## config.mk

```make
export PLATFORM = sky130hd
export DESIGN_NAME = lgs_front
export DESIGN_NICKNAME = d
export VERILOG_FILES = /design/src/hdl/lgs_pkg.sv /design/src/hdl/lgs_front.sv
export SDC_FILE = /design/constraint.sdc
export NUM_CORES = 1
export LEC_CHECK = 0
export BUFFER_PORTS_ARGS = -buffer_cell sky130_fd_sc_hd__buf_4
export CORE_ASPECT_RATIO = 0.75
export CORE_MARGIN = 1
export CORE_UTILIZATION = 40
export CTS_BUF_LIST = sky130_fd_sc_hd__clkbuf_16
export DETAILED_ROUTE_END_ITERATION = 10
export PLACE_DENSITY = 0.87
export SLEW_MARGIN = 20
export SYNTH_ARGS = -nofsm -noshare
export SYNTH_HDL_FRONTEND = slang
export SYNTH_SLANG_ARGS = --single-unit
export TNS_END_PERCENT = 100
```

## constraint.sdc

```tcl
create_clock -name clk_i -period 1.4 [get_ports clk_i]
set_input_delay 0 -clock clk_i [delete_from_list [all_inputs] [get_ports clk_i]]
set_output_delay 0 -clock clk_i [all_outputs]
set_load 0.005 [all_outputs]
```

## src/hdl/lgs_pkg.sv

```systemverilog
// Shared types, codes and constants of the life grid generation step block.
package lgs_pkg;

  // Fixed widths of the payload and configuration fields
  localparam int CFG_W       = 7;
  localparam int ROW_IDX_W   = 6;
  localparam int COL_IDX_W   = 6;
  localparam int CFG_IDX_W   = 1;

  // Defaults of the store size
  localparam int MAX_ROWS_DEF = 64;
  localparam int MAX_COLS_DEF = 64;

  // Reset value of both size registers
  localparam int CFG_RESET = 64;

  // B3/S23 rule
  localparam int BIRTH_COUNT = 3;
  localparam int SURVIVE_LOW = 2;

  // Depth of the queue between front and back
  localparam int QUEUE_DEPTH = 2;

  // Command codes
  localparam logic [1:0] CMD_WRITE   = 2'd0;
  localparam logic [1:0] CMD_ADVANCE = 2'd1;
  localparam logic [1:0] CMD_READ    = 2'd2;

  // Register indexes
  localparam logic [CFG_IDX_W-1:0] REG_ROWS = 1'b0;
  localparam logic [CFG_IDX_W-1:0] REG_COLS = 1'b1;

  typedef enum logic [1:0] {
    OP_NOP,
    OP_WRITE,
    OP_READ,
    OP_ADVANCE
  } op_e;

  typedef struct packed {
    logic [1:0]           command;
    logic [ROW_IDX_W-1:0] row_index;
    logic [COL_IDX_W-1:0] col_index;
    logic                 cell_value;
  } in_item_t;

  typedef struct packed {
    logic read_value;
    logic out_of_range;
  } out_item_t;

  // Classified command as it travels from front to back
  typedef struct packed {
    op_e                  kind;
    logic                 oor;
    logic [ROW_IDX_W-1:0] row_index;
    logic [COL_IDX_W-1:0] col_index;
    logic                 cell_value;
  } job_t;

  // Width of a count that holds both the register value and the store size
  function automatic int cnt_width(input int max_count);
    int w;
    w = $clog2(max_count + 1);
    return (w > CFG_W) ? w : CFG_W;
  endfunction

endpackage

```

## src/hdl/lgs_front.sv

```systemverilog
// Front end: size registers, command acceptance and classification.
module lgs_front #(
  parameter int MAX_ROWS = lgs_pkg::MAX_ROWS_DEF,
  parameter int MAX_COLS = lgs_pkg::MAX_COLS_DEF,
  localparam int RowW = lgs_pkg::cnt_width(MAX_ROWS),
  localparam int ColW = lgs_pkg::cnt_width(MAX_COLS)
) (
  input  logic                            clk_i,
  input  logic                            rst_ni,
  input  logic                            cfg_we_i,
  input  logic [lgs_pkg::CFG_IDX_W-1:0]   cfg_index_i,
  input  logic [lgs_pkg::CFG_W-1:0]       cfg_wdata_i,
  input  logic                            in_valid_i,
  output logic                            in_ready_o,
  input  lgs_pkg::in_item_t               in_data_i,
  input  logic                            init_done_i,
  input  logic                            q_full_i,
  output logic                            q_push_o,
  output lgs_pkg::job_t                   q_data_o,
  output logic [RowW-1:0]                 eff_rows_o,
  output logic [ColW-1:0]                 eff_cols_o
);

  localparam int RowsReset = (lgs_pkg::CFG_RESET > MAX_ROWS) ? MAX_ROWS : lgs_pkg::CFG_RESET;
  localparam int ColsReset = (lgs_pkg::CFG_RESET > MAX_COLS) ? MAX_COLS : lgs_pkg::CFG_RESET;

  logic [RowW-1:0] eff_rows_q, eff_rows_d;
  logic [ColW-1:0] eff_cols_q, eff_cols_d;
  logic [RowW-1:0] rows_wr;
  logic [ColW-1:0] cols_wr;
  logic            in_area;

  // Saturate the written count at the store size
  assign rows_wr = (RowW'(cfg_wdata_i) > RowW'(MAX_ROWS)) ? RowW'(MAX_ROWS)
                                                         : RowW'(cfg_wdata_i);
  assign cols_wr = (ColW'(cfg_wdata_i) > ColW'(MAX_COLS)) ? ColW'(MAX_COLS)
                                                         : ColW'(cfg_wdata_i);

  always_comb begin
    eff_rows_d = eff_rows_q;
    eff_cols_d = eff_cols_q;
    if (cfg_we_i) begin
      unique case (cfg_index_i)
        lgs_pkg::REG_ROWS: eff_rows_d = rows_wr;
        lgs_pkg::REG_COLS: eff_cols_d = cols_wr;
        default: ;
      endcase
    end
  end

  always_ff @(posedge clk_i or negedge rst_ni) begin
    if (!rst_ni) begin
      eff_rows_q <= RowW'(RowsReset);
      eff_cols_q <= ColW'(ColsReset);
    end else begin
      eff_rows_q <= eff_rows_d;
      eff_cols_q <= eff_cols_d;
    end
  end

  assign eff_rows_o = eff_rows_q;
  assign eff_cols_o = eff_cols_q;

  assign in_area = (RowW'(in_data_i.row_index) < eff_rows_q) &&
                   (ColW'(in_data_i.col_index) < eff_cols_q);

  always_comb begin
    q_data_o.row_index  = in_data_i.row_index;
    q_data_o.col_index  = in_data_i.col_index;
    q_data_o.cell_value = in_data_i.cell_value;
    q_data_o.oor        = 1'b0;
    q_data_o.kind       = lgs_pkg::OP_NOP;
    unique case (in_data_i.command)
      lgs_pkg::CMD_WRITE: begin
        q_data_o.oor  = !in_area;
        q_data_o.kind = in_area ? lgs_pkg::OP_WRITE : lgs_pkg::OP_NOP;
      end
      lgs_pkg::CMD_READ: begin
        q_data_o.oor  = !in_area;
        q_data_o.kind = in_area ? lgs_pkg::OP_READ : lgs_pkg::OP_NOP;
      end
      lgs_pkg::CMD_ADVANCE: q_data_o.kind = lgs_pkg::OP_ADVANCE;
      default: q_data_o.kind = lgs_pkg::OP_NOP;
    endcase
  end

  assign in_ready_o = init_done_i && !q_full_i;
  assign q_push_o   = in_valid_i && in_ready_o;

endmodule

```

## Yosys cells after proc, flatten, opt, wreduce, memory -nomap -nowiden

Index checks and enable logic that the tools add are counted.
W data, S select, Z words.

- Magnitude comparators: 3
- Equal/unequal tests: 2
- Multiplexer cells: 5
- Bitwise gates (word level): 1
- Reductions and logical operators: 9

Operators with widths:

| cell | count |
|---|---|
| $lt A6 B7 Y1 | 2 |
| $gt A7 B7 Y1 const B | 1 |
| $mux W7 | 1 |
| $pmux W2 S3 | 1 |
| $reduce_and A2 Y1 | 2 |
| $logic_and A1 B1 Y1 | 3 |
| $eq A2 B1 Y1 const B | 1 |
| $eq A2 B2 Y1 const B | 1 |
| $logic_not A1 Y1 | 2 |
| $logic_not A2 Y1 | 1 |
| $mux W1 | 2 |
| $mux W2 | 1 |
| $reduce_or A2 Y1 | 1 |
| $not A1 Y1 | 1 |

- Flip-flop bits (word level): 14
- Input port bits: 29
- Word-level logic and storage cells: 22

## Depth between registers and ports, before layout

- Word-level depth: 4
- Gate-level depth with buffers: 6
- Mapped depth without buffers: 6

## Least setup slack after synthesis

No wires, ideal clock.

- Path type: register to output
- Start point: register eff_cols_q[2], in the netlist eff_cols_o[2]
- End point: output port q_data_o[14] (netlist name)
- Arrival: 1,333 ps
- Data required time: 1,400 ps
- Slack: 67 ps
- Cell stages (with the launch flop): 7
- Path buffers: 0
- Cells stage by stage: dfrtp_1 > inv_1 > ha_1 > a21o_1 > a31oi_4 > o221ai_2 > a21oi_1

RTL lines:

| item | RTL line | source |
|---|---|---|
| start, declared | lgs_front.sv:28 | `logic [ColW-1:0] eff_cols_q, eff_cols_d;` |
| start signal, assigned | lgs_front.sv:54 | `eff_cols_q <= ColW'(ColsReset);` |
| start signal, assigned | lgs_front.sv:57 | `eff_cols_q <= eff_cols_d;` |
| end, declared | lgs_front.sv:19 | `output lgs_pkg::job_t q_data_o,` |

==> summary.txt <==
maximum fanout along the worst path: 3
Synth top area share: 0.310
placer congestion estimate: 0.718
final setup TNS: -811 ps
worst reg-to-reg setup slack: 490 ps
layout cells sized above 1: 0.542
Fin Hold WS: 0.0502 ps
vias per cell: 4.71
TritonCTS Sinks: 14
io pins: 61
CP Launch Type: flip-flop
gr ovfl total: 0
DRT iter0 DRCs: 29
Worst EP required: 1400 ps
setup ws final: -277 ps
CP Class: flip-flop to output port
Worst Skew: 0 ps
Leak: 0.787 nW
Pre-antenna DRT Iters: 4
drt drc: 0
number of synthesized register bits: 14
Power Density: 977 mW/mm^2
global-route wire length before repair: 4120 microns
Post-synth EDFFs: 0
routed vias: 942
max incr delay on CP: 380 ps
Die H: 44.6 microns
R2R depth: 4
area of the multi-input gates: 542 sq um
H-tree depth: 1
register area share after synthesis: 0.364
ys flop type: dfrtp_1
Max-slew headroom: 0.712
Worst Path Buf+Inv: 2
ant diodes: 0
CP top delay family: compound AO/OA/AOI/OAI gates
routing usage on met3: 0.0322
crit path cell chain: inv_2 -> ha_4 -> a21o_1 -> a31oi_4 -> o221ai_2 -> and2_1 -> buf_4
Fill cells: 186
final hold vios: 0
Routed Antenna Nets: 0
Placement Rows: 15
number of CTS-inserted buffers: 3
total track usage: 0.217
post-synth cell types: 24
Layout Area Growth over Synthesis: 65.0%
final setup fails: 3
Max Cap Violations: 0
Final Instance Area: 0.00160 sq mm
hold path depth: 0
Ys Warns: 0
average wire per standard cell: 13.3 microns
slowest cell on the critical path: dfrtp_1
syn avg cell area: 9.24 sq um
Register Area: 353 sq um
Commonest cells post-synth: nand2_1 (14), buf_4 (13), dfrtp_1 (12)
post-layout util: 0.699
fin. max-slew vios: 0
clock-pin transition on the worst setup and hold timing paths: 50 ps
worst path arrival time: 1680 ps
failing checks: setup timing
die area: 0.00263 sq mm
Final Critical Period: 1680 ps
hpwl dp: 2170 microns
min-delay src: in_data_i[0]
top-count cell post-synth: nand2_1
final WL: 2660 microns
Max Clock Freq: 596 MHz
slew of the pin with the lowest slew margin: 432 ps
final worst-path cycle share: 1.20
Syn Std Cell Area: 970 sq um
Die Wd: 58.9 microns
CTS tree: built
grt peak-use layer: met2
worst r2r dst: eff_rows_o[4]
M2 GR Usage: 0.407
async set or reset register ratio after synthesis: 1.00
outcome: finished, violations left
min-delay worst type: input pin to output port
element type at the critical path end: output port
Root Driver: clkbuf_16
placed inst area: 0.00143 sq mm
Starting Density: 0.423
unrepaired setup endpoints after global routing: yes
post-layout net count: 206
largest net degree at the start of global routing: 15
Worst R2R Start: eff_rows_o[4]
IO Port Bufs: 58
Core Box Area: 0.00229 sq mm
vias in the first global route: 933
clock tree buffer depth: 2
Cells after Synth: 105
largest cells by area after synthesis: dfrtp_1 (31%), ha_1 (13%), buf_4 (10%)
synthesized net count: 144
Clk Latency, worst-skew pair: 240 ps
GR Util met1: 0.241
maximum VDD drop: 0.000777 V
worst hold endpoint: q_data_o[0]
Pwr Total: 0.00156 W
initial antenna violation count: 0
Synth area leader: dfrtp_1
[logic make-up (layout without fill, tap and decap cells)]
logic type               count (synthesis)  count (layout)  synth area share
buffers and inverters                   26              87             0.154
flip-flops                              14              14             0.364
adder cells (fa/ha/maj)                 10              10             0.129
AND/OR/NAND/NOR                         30              30             0.160
multiplexers                             2               2            0.0232
AO/OA/AOI/OAI                           23              23             0.170
[registers in the layout, indices dropped and copies added (netlist names)]
| signal | cells |
|---|---|
| eff_cols_o | 7 |
| eff_rows_o | 7 |
[worst register-to-register path, stage by stage, from the launching register on]
cell     delay, ps
dfrtp_1        390
buf_4          140
buf_4          130
nand2_1         40
o21ai_1         70
[worst max path at each step]
| stage | from | endpoint | slack [ps] | cells after the start |
|---|---|---|---|---|
| 3_5_place_dp | eff_rows_o[4] | q_data_o[13] | -140 | 7 |
| 6_report | eff_cols_o[2] | q_data_o[13] | -280 | 7 |
| 3_3_place_gp | eff_rows_o[2] | q_data_o[13] | -40 | 7 |
| 4_1_cts | eff_cols_o[4] | q_data_o[13] | -310 | 7 |
| 5_1_grt | eff_cols_o[4] | q_data_o[13] | -340 | 7 |
| 2_1_floorplan | eff_cols_o[2] | q_data_o[14] | 70 | 6 |
[layout by cell type (no fill, tap or decap)]
cell type	Yosys	routed
nand2b_1	10	10
nand2_1	14	14
nor2b_1	1	1
clkbuf_16	0	3
dfrtp_1	12	12
o21ai_0	2	2
nor2_1	1	1
a31oi_2	0	1
a21o_1	2	2
dlygate4sd3_1	0	1
o221ai_2	1	1
clkinv_1	0	1
inv_2	0	4
a21oi_1	1	1
buf_4	13	71
and2_1	2	2
a211oi_2	1	2
o21bai_1	1	1
dfstp_2	2	2
o32a_1	1	1
a31oi_4	1	1
mux2_1	2	2
o21ai_1	11	11
nand4b_1	2	2
ha_4	0	5
inv_1	11	7
ha_1	10	5
[per-stage QoR]
stage	setup WS [ps]	instances
floorplan	67.2	105
global placement	-40.3	194
detailed placement	-135	194
CTS	-311	199
global route	-344	200
finish	-277	200
[layer usage]
| layer | vias to the layer above | wire, microns |
|---|---|---|
| li1 | 463 | - |
| met4 | 0 | 55 |
| met2 | 36 | 1380 |
| met5 | - | 0 |
| met3 | 7 | 105 |
| met1 | 436 | 1120 |
[cell type report]
cell class / instances / area share
flip-flops and latches: 14 / 0.220
inverters: 11 / 0.0258
repair buffers: 72 / 0.339
clock inverters: 1 / 0.00235
well taps: 34 / 0.0266
multi-input cells: 65 / 0.339
clock buffers: 3 / 0.0469
[power by group]
group          leakage [nW]  internal (W)  total [W]  switching (W)
Clock                0.0385      0.000377   0.000537       0.000160
Combinational         0.571      0.000313   0.000532       0.000219
Sequential            0.178      0.000457   0.000494      0.0000368
[timing repair]
item | 4_1_cts | 5_1_grt
hold buffers | 1 | 0
endpoints found under the setup margin | 3 | 3
gates resized for setup | 5 | 6
hold endpoints to repair | 14 | 0
buffers inserted | 0 | 1
gates cloned | 0 | 0
pin swaps | 5 | 7
Note: power is estimated with default switching activity, not from simulation.
