--- config.mk ---
export PLATFORM = sky130hd
export DESIGN_NAME = lgs_queue
export DESIGN_NICKNAME = d
export VERILOG_FILES = /design/src/hdl/lgs_pkg.sv /design/src/hdl/lgs_queue.sv
export SDC_FILE = /design/constraint.sdc
export NUM_CORES = 1
export LEC_CHECK = 0
export BUFFER_PORTS_ARGS = -buffer_cell sky130_fd_sc_hd__buf_2
export CAP_MARGIN = 20
export CORE_MARGIN = 5
export CORE_UTILIZATION = 34
export CTS_CLUSTER_SIZE = 40
export DETAILED_ROUTE_END_ITERATION = 7
export GPL_TIMING_DRIVEN = 0
export HOLD_SLACK_MARGIN = 0.1
export REMOVE_ABC_BUFFERS = 1
export SLEW_MARGIN = 0
export SYNTH_ARGS = -nofsm -noshare
export SYNTH_HDL_FRONTEND = slang
export SYNTH_SLANG_ARGS = --single-unit
--- constraint.sdc ---
create_clock -name clk_i -period 2.2 [get_ports clk_i]
set_input_delay 0.11 -clock clk_i [delete_from_list [all_inputs] [get_ports clk_i]]
set_output_delay 0.11 -clock clk_i [all_outputs]
set_load 0.01 [all_outputs]
--- src/hdl/lgs_pkg.sv ---
// Shared types, codes and constants of the life grid generation step block.
package lgs_pkg;

  // Fixed widths of the payload and configuration fields
  localparam int CFG_W       = 7;
  localparam int ROW_IDX_W   = 6;
  localparam int COL_IDX_W   = 6;
  localparam int CFG_IDX_W   = 1;

  // Defaults of the store size
  localparam int MAX_ROWS_DEF = 64;
  localparam int MAX_COLS_DEF = 64;

  // Reset value of both size registers
  localparam int CFG_RESET = 64;

  // B3/S23 rule
  localparam int BIRTH_COUNT = 3;
  localparam int SURVIVE_LOW = 2;

  // Depth of the queue between front and back
  localparam int QUEUE_DEPTH = 2;

  // Command codes
  localparam logic [1:0] CMD_WRITE   = 2'd0;
  localparam logic [1:0] CMD_ADVANCE = 2'd1;
  localparam logic [1:0] CMD_READ    = 2'd2;

  // Register indexes
  localparam logic [CFG_IDX_W-1:0] REG_ROWS = 1'b0;
  localparam logic [CFG_IDX_W-1:0] REG_COLS = 1'b1;

  typedef enum logic [1:0] {
    OP_NOP,
    OP_WRITE,
    OP_READ,
    OP_ADVANCE
  } op_e;

  typedef struct packed {
    logic [1:0]           command;
    logic [ROW_IDX_W-1:0] row_index;
    logic [COL_IDX_W-1:0] col_index;
    logic                 cell_value;
  } in_item_t;

  typedef struct packed {
    logic read_value;
    logic out_of_range;
  } out_item_t;

  // Classified command as it travels from front to back
  typedef struct packed {
    op_e                  kind;
    logic                 oor;
    logic [ROW_IDX_W-1:0] row_index;
    logic [COL_IDX_W-1:0] col_index;
    logic                 cell_value;
  } job_t;

  // Width of a count that holds both the register value and the store size
  function automatic int cnt_width(input int max_count);
    int w;
    w = $clog2(max_count + 1);
    return (w > CFG_W) ? w : CFG_W;
  endfunction

endpackage

--- src/hdl/lgs_queue.sv ---
// Short queue of classified commands between front and back.
module lgs_queue (
  input  logic          clk_i,
  input  logic          rst_ni,
  input  logic          push_i,
  input  lgs_pkg::job_t data_i,
  output logic          full_o,
  input  logic          pop_i,
  output logic          valid_o,
  output lgs_pkg::job_t data_o
);

  localparam int Depth = lgs_pkg::QUEUE_DEPTH;
  localparam int PtrW  = (Depth > 1) ? $clog2(Depth) : 1;
  localparam int CntW  = $clog2(Depth + 1);

  lgs_pkg::job_t   entries_q [Depth];
  logic [PtrW-1:0] wr_ptr_q, rd_ptr_q;
  logic [CntW-1:0] count_q;
  logic            do_push, do_pop;

  assign full_o  = (count_q == CntW'(Depth));
  assign valid_o = (count_q != '0);
  assign data_o  = entries_q[rd_ptr_q];
  assign do_push = push_i && !full_o;
  assign do_pop  = pop_i && valid_o;

  function automatic logic [PtrW-1:0] wrap_inc(input logic [PtrW-1:0] p);
    return (p == PtrW'(Depth - 1)) ? '0 : p + 1'b1;
  endfunction

  always_ff @(posedge clk_i or negedge rst_ni) begin
    if (!rst_ni) begin
      wr_ptr_q <= '0;
      rd_ptr_q <= '0;
      count_q  <= '0;
    end else begin
      if (do_push) wr_ptr_q <= wrap_inc(wr_ptr_q);
      if (do_pop)  rd_ptr_q <= wrap_inc(rd_ptr_q);
      if (do_push && !do_pop) count_q <= count_q + 1'b1;
      else if (do_pop && !do_push) count_q <= count_q - 1'b1;
    end
  end

  always_ff @(posedge clk_i) begin
    if (do_push) entries_q[wr_ptr_q] <= data_i;
  end

endmodule

# Yosys cells after proc, flatten, opt, wreduce, memory -nomap -nowiden
# Memories as Yosys holds them, arrays and structs flattened.
# Cells that the tools add are included.
op_classes:
  addsub: 4
  eq_ne: 1
  mux: 6
  reduce_logical: 9
op_table:
  columns: ["cell", "n"]
  rows:
  - ["logical AND 1 bit", 4]
  - ["two-way mux 1 bit", 4]
  - ["two-way mux 2 bit", 2]
  - ["nonzero test 2 bit", 2]
  - ["zero test 1 bit", 3]
  - ["adder 1 bit, second input constant", 2]
  - ["adder 2 x 1 -> 2 bit, second input constant", 1]
  - ["equality test 2 bit, second input constant", 1]
  - ["subtractor 2 x 1 -> 2 bit, second input constant", 1]
totals:
  reg_bits: 4
  mem_bits_rw: 32
  out_inout_bits: 18
  word_cells: 24
  n_memories: 1
mem_list:
  columns: ["memory", "depth", "width", "rd", "rd_clocked_by_memory_dff", "write_ports", "line", "source"]
  rows:
  - ["entries_q", 2, 16, 1, 0, 1, "lgs_queue.sv:17", "lgs_pkg::job_t entries_q [Depth];"]

# Logic depth before layout (Yosys ltp)
# Gate-level depths: netlist (run 1).
depth:
  word_depth: 7
  mapped_depth: 7
  depth_no_buf: 7

# Worst setup path before layout (run 1)
# OpenSTA, ideal clock, no wires.
synth_path:
  path_kind: "register -> register"
  from: "reg count_q[0]"
  to: "mem entries_q[0][0] (netlist name) (enable)"
  arrival_ns: 1.317
  slack_ns: 0.495
  stages_incl_launch_ff: 4
  n_path_buf: 0
  path_cell_list: "dfrtp_1 -> nand2b_1 -> nand2_1 -> nor2_1"
synth_between:
  elab_chain_len: 5
synth_lines:
  columns: ["item", "line", "source"]
  rows:
  - ["from (decl)", "lgs_queue.sv:19", "logic [CntW-1:0] count_q;"]
  - ["from (signal assigned)", "lgs_queue.sv:40", "if (do_push && !do_pop) count_q <= count_q + 1'b1;"]
  - ["from (signal assigned)", "lgs_queue.sv:41", "else if (do_pop && !do_push) count_q <= count_q - 1'b1;"]
  - ["equality test 2 bit", "lgs_queue.sv:22", "assign full_o = (count_q == CntW'(Depth));"]
  - ["zero test 1 bit", "lgs_queue.sv:25", "assign do_push = push_i && !full_o;"]
  - ["logical AND 1 bit", "lgs_queue.sv:25", null]
  - ["two-way mux 1 bit", "lgs_queue.sv:46", "if (do_push) entries_q[wr_ptr_q] <= data_i;"]
  - ["two-way mux 1 bit (implied by the code)", "lgs_queue.sv:46", null]
  - ["to (decl)", "lgs_queue.sv:17", null]
# Every way passes these cells.

==> out/summary.txt, run 1 <==
status -> finished clean
Crit Path Max Fanout -> 17
Pleak -> 0.786 nW
most common cell after layout, fill and taps aside -> buf_2
CP max stage delay -> 0.92 ns
WHS -> 0.144 ns
syn avg cell area -> 20.4 um^2
mapped cell area -> 0.00141 mm^2
Initial Util -> 35.2%
Final setup viols -> 0
row cnt -> 23
Final WS setup -> 0.329 ns
CTS clk-pin slew, worst paths -> 0.06 ns
vias in the first global route -> 754
Worst-Margin Slew -> 0.882 ns
largest net degree at the start of global routing -> 18
dpl hpwl -> 1560 um
grt ovf -> 0
Synth-to-Final Area Change -> 36.7%
clock root cell -> clkbuf_8
total clock sinks -> 36
WL/cell -> 12.7 um
YS warnings -> 0
Slew Limit Headroom -> 41.2%
layout cells sized above 1 -> 47.3%
sequential area share after synthesis -> 75.4%
Die H -> 74.3 um
Worst Hold Class -> input pin to flop
CTS tree -> built
final hold violation count -> 0
max-cap viol count -> 0
antenna violations before repair -> 0
Final Power -> 2.34 mW
CP startpoint kind -> flop
clk_skew -> 0.00709 ns
RePlAce Congestion -> 0.607
post-route clock period utilization -> 85.0%
Seq cells post-synth -> 36
Arr. time, crit path -> 1.76 ns
Tmin final -> 1.87 ns
first-pass GRT wire length -> 3480 um
insertion delay to the later sink of the worst-skew pair -> 0.28 ns
Syn Inst Count -> 69
WP buf/inv -> 1
CTS Buf Count -> 5
All-Layer GR Usage -> 9.10%
Antenna Nets Post-Route -> 0
core area -> 0.00400 mm^2
# IOs -> 38
Worst Setup End Kind -> output pin
Worst path slowest cell -> dfrtp_1
delay-heaviest family, CP -> flip-flops
Via density -> 4.20
DR iter-0 viols -> 46
Slew Limit Fails -> 0
first-pass iteration count of the detailed router -> 4
Critical Path RT -> 2.09 ns
buffer depth of the longest clock path -> 2
dpl ws -> 0.310 ns
Setup CP Type -> flop to output pin
number of remaining DRC errors -> 0
Die W -> 74.3 um
crit-path cells -> mux2_2 > buf_2
most frequent cells in the layout -> buf_2 (37), edfxtp_1 (32), dlygate4sd3_1 (18)
# H-tree levels -> 2
highest clock rate -> 0.535 GHz
WL final -> 2290 um
Pwr per Cell Area -> 1220 mW/mm^2
RSZ-0062 raised after global routing -> false
via count -> 760
Yosys cell types -> 16
postcts setup bufs -> 0
nets -> 151
ant diodes -> 0
Util after Layout -> 48.0%
Sum Neg Setup Slack -> 0 ns
maximum VDD drop -> 673 uV
die area -> 0.00552 mm^2
port buffer count -> 37
[tightest hold or removal path: stages]
cell and delay (ns):
buf_2 0.10, nand2_1 0.10, xnor2_1 0.07
[cells by family after synthesis]
family                   count (synthesis)  share of synthesized area, %
XOR/XNOR                                 5                          3.11
adder cells (fa/ha/maj)                  1                         0.890
buffers and inverters                    4                          2.76
flip-flops                              36                          75.4
multiplexers                            16                          15.2
AND/OR/NAND/NOR                          7                          2.58
[routing by layer]
layer / track usage, % / wire length (um) / vias to the layer above
li1: - / - / 377
met1: 10.4 / 944 / 347
met2: 14.6 / 1080 / 29
met3: 4.32 / 225 / 7
met4: 4.15 / 41 / 0
met5: 0 / 0 / -
[cells in the mapped netlist]
cell type  count  area share, %
buf_12         1            1.4
nand2_2        1           0.45
buf_6          1           0.80
dfrtp_1        4            7.1
xnor2_1        3            1.9
edfxtp_1      32             68
mux2_2         7            5.6
nand2b_1       1           0.45
inv_1          2           0.53
or2_1          1           0.45
nor2_1         2           0.53
nand2_1        1           0.27
ha_1           1           0.89
xor2_1         2            1.2
and3_1         1           0.45
mux2_4         9            9.6
[where the power goes]
group	leakage (nW)	internal (mW)	switching, mW
clock network	0.0552	0.336	0.215
registers	0.344	0.946	0.128
logic	0.387	0.403	0.312
[area by class of cell]
| cell class | instances | area [um^2] |
|---|---|---|
| fill | 363 | 2080 |
| inverter | 2 | 7.51 |
| sequential | 36 | 1060 |
| clock buffer | 6 | 72.6 |
| clock inverter | 2 | 35.0 |
| tap | 50 | 62.6 |
| timing repair buffer | 56 | 377 |
| multi-input combinational | 29 | 307 |
[sequential cells by signal, summed over array words and instances, names as in the netlist]
name,flops
rd_ptr_q,1
entries_q,32
count_q,2
wr_ptr_q,1
[stage by stage]
stage	std cells	instance area, um^2
finish	181	1920
global route	181	1920
CTS	181	1920
detailed placement	155	1630
global placement	154	1620
floorplan	67	1380
[timing repair]
item | 4_1_cts | 5_1_grt
hold buffers | 18 | 0
hold endpoints to repair | 37 | 0
resized for setup | 0 | 0
[worst paths after layout]
check | start | endpoint | slack, ns | depth (start not counted)
worst max-delay path | rd_ptr_q$_DFFE_PN0P_ | data_o[1] | 0.33 | 2
worst min-delay path | push_i | wr_ptr_q$_DFFE_PN0N_ | 0.14 | 3
worst max register to register | count_q[0]$_DFFE_PN0P_ | entries_q[0][1]$_DFFE_PP_ | 0.36 | 4
worst min register to register | count_q[1]$_DFFE_PN0P_ | count_q[1]$_DFFE_PN0P_ | 0.49 | 1
max in group asynchronous | rst_ni | rd_ptr_q$_DFFE_PN0P_ | 1.91 | 2
min in group asynchronous | rst_ni | count_q[1]$_DFFE_PN0P_ | 0.17 | 2
(Power assumes the default switching activity.)
==> inputs of run 2 (changes only) <==
--- a/config.mk
+++ b/config.mk
@@ -5,14 +5,17 @@
 export SDC_FILE = /design/constraint.sdc
 export NUM_CORES = 1
 export LEC_CHECK = 0
+export ABC_CLOCK_PERIOD_IN_PS = 2200
 export BUFFER_PORTS_ARGS = -buffer_cell sky130_fd_sc_hd__buf_2
 export CAP_MARGIN = 20
 export CORE_MARGIN = 5
 export CORE_UTILIZATION = 34
+export CTS_BUF_LIST = sky130_fd_sc_hd__clkbuf_8
 export CTS_CLUSTER_SIZE = 40
 export DETAILED_ROUTE_END_ITERATION = 7
 export GPL_TIMING_DRIVEN = 0
 export HOLD_SLACK_MARGIN = 0.1
+export MAX_ROUTING_LAYER = met4
 export REMOVE_ABC_BUFFERS = 1
 export SLEW_MARGIN = 0
 export SYNTH_ARGS = -nofsm -noshare
==> run 2 against run 1 <==
  * First-iteration DRC count fell by 2.2%
  * Via count fell by 0.13%
  * Largest cell class unchanged
  * Sequential share of layout area did not move
  * Sequential power barely moved
  * Combinational power barely moved
  * Final area did not move
==> out/summary.txt, run 2 (synthesis gave the netlist of run 1 again) <==
postcts setup bufs -> 0 (unchanged)
highest clock rate -> 0.535 GHz (about the same)
number of remaining DRC errors -> 0 (unchanged)
All-Layer GR Usage -> 9.39% (+0.29 points)
worst setup path endpoint -> data_o[1]
Initial Util -> 35.2% (unchanged)
R2R setup slack -> 0.36 ns (about the same)
Arr. time, crit path -> 1.76 ns (about the same)
first-pass GRT wire length -> 3490 um (+0.20%)
Critical Path RT -> 2.09 ns (about the same)
CTS Buf Count -> 5 (unchanged)
# H-tree levels -> 2 (unchanged)
antenna violations before repair -> 0 (unchanged)
Slew Limit Fails -> 0 (unchanged)
post-route cell area -> 0.00192 mm^2 (unchanged)
Worst-Margin Slew -> 0.882 ns (-0.00000179 ns)
layout cells sized above 1 -> 47.3% (unchanged)
RePlAce Congestion -> 0.611 (+0.68%)
Setup CP Type -> flop to output pin
vias in the first global route -> 754 (unchanged)
ant diodes -> 0 (unchanged)
met3 Use GR -> 4.05% (-0.27 points)
most common cell after layout, fill and taps aside -> buf_2
maximum VDD drop -> 673 uV (about the same)
met2 GRT Util -> 14.6% (unchanged)
Die H -> 74.3 um (unchanged)
clk_skew -> 0.00716 ns (+0.0000661 ns)
CP startpoint kind -> flop
Worst Hold Class -> input pin to flop
DR iter-0 viols -> 45 (-2.2%)
Via density -> 4.19 (-0.13%)
largest net degree at the start of global routing -> 18 (unchanged)
grt ovf -> 0 (unchanged)
status -> finished clean
CP startpoint -> rd_ptr_q$_DFFE_PN0P_
FF-to-FF End -> entries_q[0][1]$_DFFE_PP_
WL/cell -> 12.6 um (-0.26%)
Final setup viols -> 0 (unchanged)
CTS clk-pin slew, worst paths -> 0.06 ns (about the same)
Util after Layout -> 48.0% (unchanged)
Hold Path Depth -> 3 (unchanged)
Synth-to-Final Area Change -> 36.7% (unchanged)
Layout fillers -> 363 (unchanged)
clock root cell -> clkbuf_8
dpl hpwl -> 1560 um (unchanged)
Crit Path Max Fanout -> 17 (unchanged)
post-route clock period utilization -> 85.0% (about the same)
Tmin final -> 1.87 ns (-0.000574 ns)
Reg2Reg Launch Point -> count_q[0]$_DFFE_PN0P_
Final Power -> 2.33 mW (-0.23%)
Biggest register -> entries_q
max-cap viol count -> 0 (unchanged)
core area -> 0.00400 mm^2 (unchanged)
most frequent cells in the layout -> buf_2 (37), edfxtp_1 (32), dlygate4sd3_1 (18)
CTS tree -> built
port buffer count -> 37 (unchanged)
Sum Neg Setup Slack -> 0 ns (unchanged)
Largest register FFs -> 32 (unchanged)
buffer depth of the longest clock path -> 2 (unchanged)
post_cts resized -> 0 (unchanged)
WL final -> 2290 um (-0.26%)
row cnt -> 23 (unchanged)
cts hold-fix bufs -> 18 (unchanged)
insertion delay to the later sink of the worst-skew pair -> 0.28 ns (about the same)
Pleak -> 0.790 nW (+0.53%)
final hold violation count -> 0 (unchanged)
M1 GR Usage -> 10.5% (+0.17 points)
Antenna Nets Post-Route -> 0 (unchanged)
die area -> 0.00552 mm^2 (unchanged)
total clock sinks -> 36 (unchanged)
first-pass iteration count of the detailed router -> 2 (-2)
Worst Setup End Kind -> output pin
# IOs -> 38 (unchanged)
Slew Limit Headroom -> 41.2% (about the same)
RSZ-0062 raised after global routing -> false
nets -> 151 (unchanged)
gr busiest metal -> met2
via count -> 759 (-0.13%)
Regs by FF count -> entries_q x32, count_q x2
R2R depth -> 4 (unchanged)
Die W -> 74.3 um (unchanged)
placed inst area -> 0.00163 mm^2 (unchanged)
Pwr per Cell Area -> 1210 mW/mm^2 (-0.23%)
==> run 2: cell type report <==
class | instances | area, um^2 | area share (%)
multi-input cells | 29 | 307 | 16.0
well taps | 50 | 62.6 | 3.26
clock inverters | 3 | 38.8 | 2.02
clock buffers | 5 | 68.8 | 3.58
inverters | 2 | 7.51 | 0.391
flip-flops and latches | 36 | 1060 | 55.2
repair buffers | 56 | 377 | 19.6
==> run 2: worst max-delay path, stage by stage, from the launching register on <==
cell     delay (ns)
dfrtp_1        0.92
mux2_2         0.42
buf_2          0.14
==> run 2: worst min-delay path by stage <==
stage | startpoint | endpoint | slack [ns]
3_5_place_dp | rst_ni | count_q[1]$_DFFE_PN0P_ | -0.08
6_report | push_i | wr_ptr_q$_DFFE_PN0N_ | 0.14
3_3_place_gp | rst_ni | count_q[1]$_DFFE_PN0P_ | -0.08
5_1_grt | push_i | wr_ptr_q$_DFFE_PN0N_ | 0.15
2_1_floorplan | rst_ni | count_q[0]$_DFFE_PN0P_ | -0.19
4_1_cts | push_i | wr_ptr_q$_DFFE_PN0N_ | 0.14
==> run 2: layer usage <==
layer | wire [um] | vias up
met2 | 1080 | 29
met1 | 950 | 347
met5 | 0 | -
met3 | 217 | 6
met4 | 37 | 0
li1 | - | 377
==> run 2: power by group <==
group,internal [mW],switching (mW)
Combinational,0.403,0.311
Clock,0.331,0.214
Sequential,0.946,0.128
==> run 2: stage by stage <==
step	setup WS [ns]	hold WS, ns	cells
after detailed placement	0.310	-0.0775	155
after global routing	0.204	0.154	181
after floorplan	0.495	-0.186	67
final	0.330	0.145	181
after global placement	0.0510	-0.0803	154
after CTS	0.273	0.138	181
==> inputs of run 3 (changes only) <==
--- a/config.mk
+++ b/config.mk
@@ -5,7 +5,8 @@
 export SDC_FILE = /design/constraint.sdc
 export NUM_CORES = 1
 export LEC_CHECK = 0
-export ABC_CLOCK_PERIOD_IN_PS = 2200
+export ABC_AREA = 1
+export ABC_CLOCK_PERIOD_IN_PS = 1700
 export BUFFER_PORTS_ARGS = -buffer_cell sky130_fd_sc_hd__buf_2
 export CAP_MARGIN = 20
 export CORE_MARGIN = 5
==> constraint.sdc (replaced) <==
create_clock -name clk_i -period 1.7 [get_ports clk_i]
set_input_delay 0.085 -clock clk_i [delete_from_list [all_inputs] [get_ports clk_i]]
set_output_delay 0.085 -clock clk_i [all_outputs]
set_load 0.01 [all_outputs]
==> run 3 against run 2 <==
  * Worst setup slack got worse by 0.15 ns
  * Clock skew about the same
  * Largest cell class unchanged
  * Final area increased by 5.3%
  * Sequential share of layout area decreased by 2.7 points
  * Count of clock-buffer cells in the layout unchanged
  * Combinational power increased by 64%
  * Via count increased by 28%
  * First-iteration DRC count decreased by 33%
  * Critical path depth increased by 2
  * Critical path type is now flop to flop
==> out/summary.txt, run 3 <==
most common cell after layout, fill and taps aside -> buf_2
CP max stage delay -> 0.38 ns (-0.54 ns)
maximum VDD drop -> 942 uV (+40%)
port buffer count -> 37 (unchanged)
Worst path slowest cell -> dfrtp_1
Initial Util -> 35.2% (+0.072 points)
dpl hpwl -> 1910 um (+22%)
total clock sinks -> 36 (unchanged)
WL/cell -> 12.0 um (-5.0%)
CTS Buf Count -> 5 (unchanged)
insertion delay to the later sink of the worst-skew pair -> 0.28 ns (about the same)
Synth-to-Final Area Change -> 31.9%
RePlAce Congestion -> 0.636 (+4.2%)
Slew Limit Fails -> 0 (unchanged)
CP startpoint kind -> flop
Seq cells post-synth -> 36 (unchanged)
ant diodes -> 0 (unchanged)
CTS clk-pin slew, worst paths -> 0.07 ns (about the same)
die area -> 0.00596 mm^2 (+7.8%)
Regs by FF count -> entries_q x32, count_q x2
largest net degree at the start of global routing -> 19 (+1)
delay-heaviest family, CP -> flip-flops
WL final -> 2740 um (+20%)
clock root cell -> clkbuf_8
vias in the first global route -> 1031 (+37%)
nets -> 196 (+30%)
first-pass GRT wire length -> 4650 um (+33%)
Top FF cell, synth -> edfxtp_1
Sum Neg Setup Slack -> 0 ns (unchanged)
final hold violation count -> 0 (unchanged)
DR iter-0 viols -> 30 (-33%)
number of synthesized flops with an enable pin -> 32 (unchanged)
Worst-Margin Slew -> 0.424 ns (-0.458 ns)
largest family of logic cells by synthesized area -> simple AND/OR/NAND/NOR gates
Die W -> 77.2 um (+3.8%)
number of remaining DRC errors -> 0 (unchanged)
Pwr per Cell Area -> 1540 mW/mm^2 (+27%)
Tmin final -> 1.52 ns
xor and xnor area share after synthesis -> 0.571% (-2.5 points)
sequential area share after synthesis -> 69.2% (-6.3 points)
buffer depth of the longest clock path -> 2 (unchanged)
crit-path cells -> inv_1 > o21ai_0 > nor2_2 > buf_6
Die H -> 77.2 um (+3.8%)
area leader, netlist -> edfxtp_1
highest clock rate -> 0.657 GHz
YS warnings -> 0 (unchanged)
synth cell count leaders -> nand2_1 (36), edfxtp_1 (32), nand2_2 (13)
Via density -> 4.28 (+2.0%)
# IOs -> 38 (unchanged)
Crit Path Max Fanout -> 10 (-7)
Final setup viols -> 0 (unchanged)
Pleak -> 0.892 nW (+13%)
Largest register FFs -> 32 (unchanged)
Worst Setup End Kind -> flop
Antenna Nets Post-Route -> 0 (unchanged)
Post-synth ARST share -> 11.1% (unchanged)
Biggest register -> entries_q
Critical Path RT -> 1.69 ns (-0.40 ns)
grt ovf -> 0 (unchanged)
Synth Area in Adders -> 0.816% (-0.074 points)
# H-tree levels -> 2 (unchanged)
Synth area leaders -> edfxtp_1 (63%), nand2_1 (8.8%), nand2_4 (7.3%)
CTS tree -> built
Syn Inst Count -> 115 (+67%)
All-Layer GR Usage -> 10.2% (+0.81 points)
core area -> 0.00435 mm^2 (+8.9%)
Final WS setup -> 0.179 ns (-0.151 ns)
compound-gate portion of the synthesized area -> 0.326% (+0.33 points)
layout cells sized above 1 -> 42.6% (-4.7 points)
Yosys cell types -> 18 (+2)
most frequent cell after synthesis -> nand2_1
dpl ws -> -0.0302 ns (-0.340 ns)
WHS -> 0.137 ns (-0.00763 ns)
Layout fillers -> 382 (+5.2%)
Util after Layout -> 46.5% (-1.6 points)
status -> finished clean
Synth Area in Simple Gates -> 23.9% (+21 points)
mux share of post-synthesis cell area -> 0% (-15 points)
row cnt -> 24 (+4.3%)
via count -> 975 (+28%)
clk_skew -> 0.00739 ns (+0.000229 ns)
first-pass iteration count of the detailed router -> 4 (+2)
most frequent cells in the layout -> buf_2 (37), nand2_1 (36), edfxtp_1 (32)
Setup CP Type -> flop to flop
WP buf/inv -> 2 (+1)
syn avg cell area -> 13.3 um^2 (-35%)
Slew Limit Headroom -> 71.8% (+31 points)
post-route clock period utilization -> 89.5%
post-synth top area share -> 62.6% (-5.7 points)
RSZ-0062 raised after global routing -> false
max-cap viol count -> 0 (unchanged)
Worst Hold Class -> input pin to asynchronous set/reset pin
mapped cell area -> 0.00153 mm^2 (+9.1%)
antenna violations before repair -> 0 (unchanged)
Arr. time, crit path -> 1.51 ns (-0.25 ns)
run 3: power breakdown:
part / total, mW / leakage (nW) / switching [mW] / internal, mW
logic: 1.17 / 0.502 / 0.716 / 0.449
registers: 1.40 / 0.345 / 0.174 / 1.22
clock network: 0.562 / 0.0453 / 0.285 / 0.278
total: 3.12 / 0.892 / 1.17 / 1.95
run 3: cell type report:
cell class / instances / area [um^2] / share of cell area, %
Inverter: 8 / 41.3 / 2.04
Sequential cell: 36 / 1060 / 52.5
Tap cell: 52 / 65.1 / 3.22
Clock inverter: 3 / 13.8 / 0.680
Clock buffer: 5 / 68.8 / 3.40
Timing Repair Buffer: 56 / 377 / 18.6
Multi-Input combinational cell: 68 / 395 / 19.5
run 3: final timing paths:
check | from | to | slack (ns) | cells after the start
worst max-delay path | count_q[1]$_DFFE_PN0P_ | entries_q[1][8]$_DFFE_PP_ | 0.18 | 4
worst min-delay path | rst_ni | count_q[1]$_DFFE_PN0P_ | 0.14 | 2
worst max register to register | count_q[1]$_DFFE_PN0P_ | entries_q[1][8]$_DFFE_PP_ | 0.18 | 4
worst min register to register | count_q[1]$_DFFE_PN0P_ | count_q[1]$_DFFE_PN0P_ | 0.49 | 2
max in group asynchronous | rst_ni | rd_ptr_q$_DFFE_PN0P_ | 1.43 | 2
min in group clk_i | push_i | wr_ptr_q$_DFFE_PN0N_ | 0.18 | 4
run 3: stage by stage:
| step | cells | total power [mW] | area (um^2) |
|---|---|---|---|
| 6_report | 228 | 3.12 | 2020 |
| 3_5_place_dp | 202 | 2.56 | 1750 |
| 5_1_grt | 228 | 3.36 | 2020 |
| 2_1_floorplan | 112 | 2.13 | 1490 |
| 3_3_place_gp | 201 | 2.50 | 1740 |
| 4_1_cts | 228 | 3.17 | 2020 |
run 3: cells by family after synthesis:
group                    count (synthesis)
AND/OR/NAND/NOR                         65
XOR/XNOR                                 1
AO/OA/AOI/OAI                            1
flip-flops                              36
buffers and inverters                   11
adder cells (fa/ha/maj)                  1
run 3: worst register-to-register path, stage by stage (launching register included):
cell and delay (ns):
dfrtp_1 0.38, inv_1 0.13, o21ai_0 0.14, nor2_2 0.35
buf_6 0.22
run 3: per-layer routing:
metal	global-route usage, %	vias to the layer above	wire length (um)
li1	-	494	-
met1	11.3	442	1160
met2	16.8	34	1340
met3	4.22	5	210
met4	3.09	0	29
met5	-	-	0
run 3: timing repair:
| action | in CTS | in global routing |
|---|---|---|
| buffers inserted | 0 | 0 |
| hold buffers | 18 | 0 |
| resized for setup | 2 | 1 |
| setup endpoints to repair | 26 | 16 |
| hold endpoints to repair | 37 | 0 |
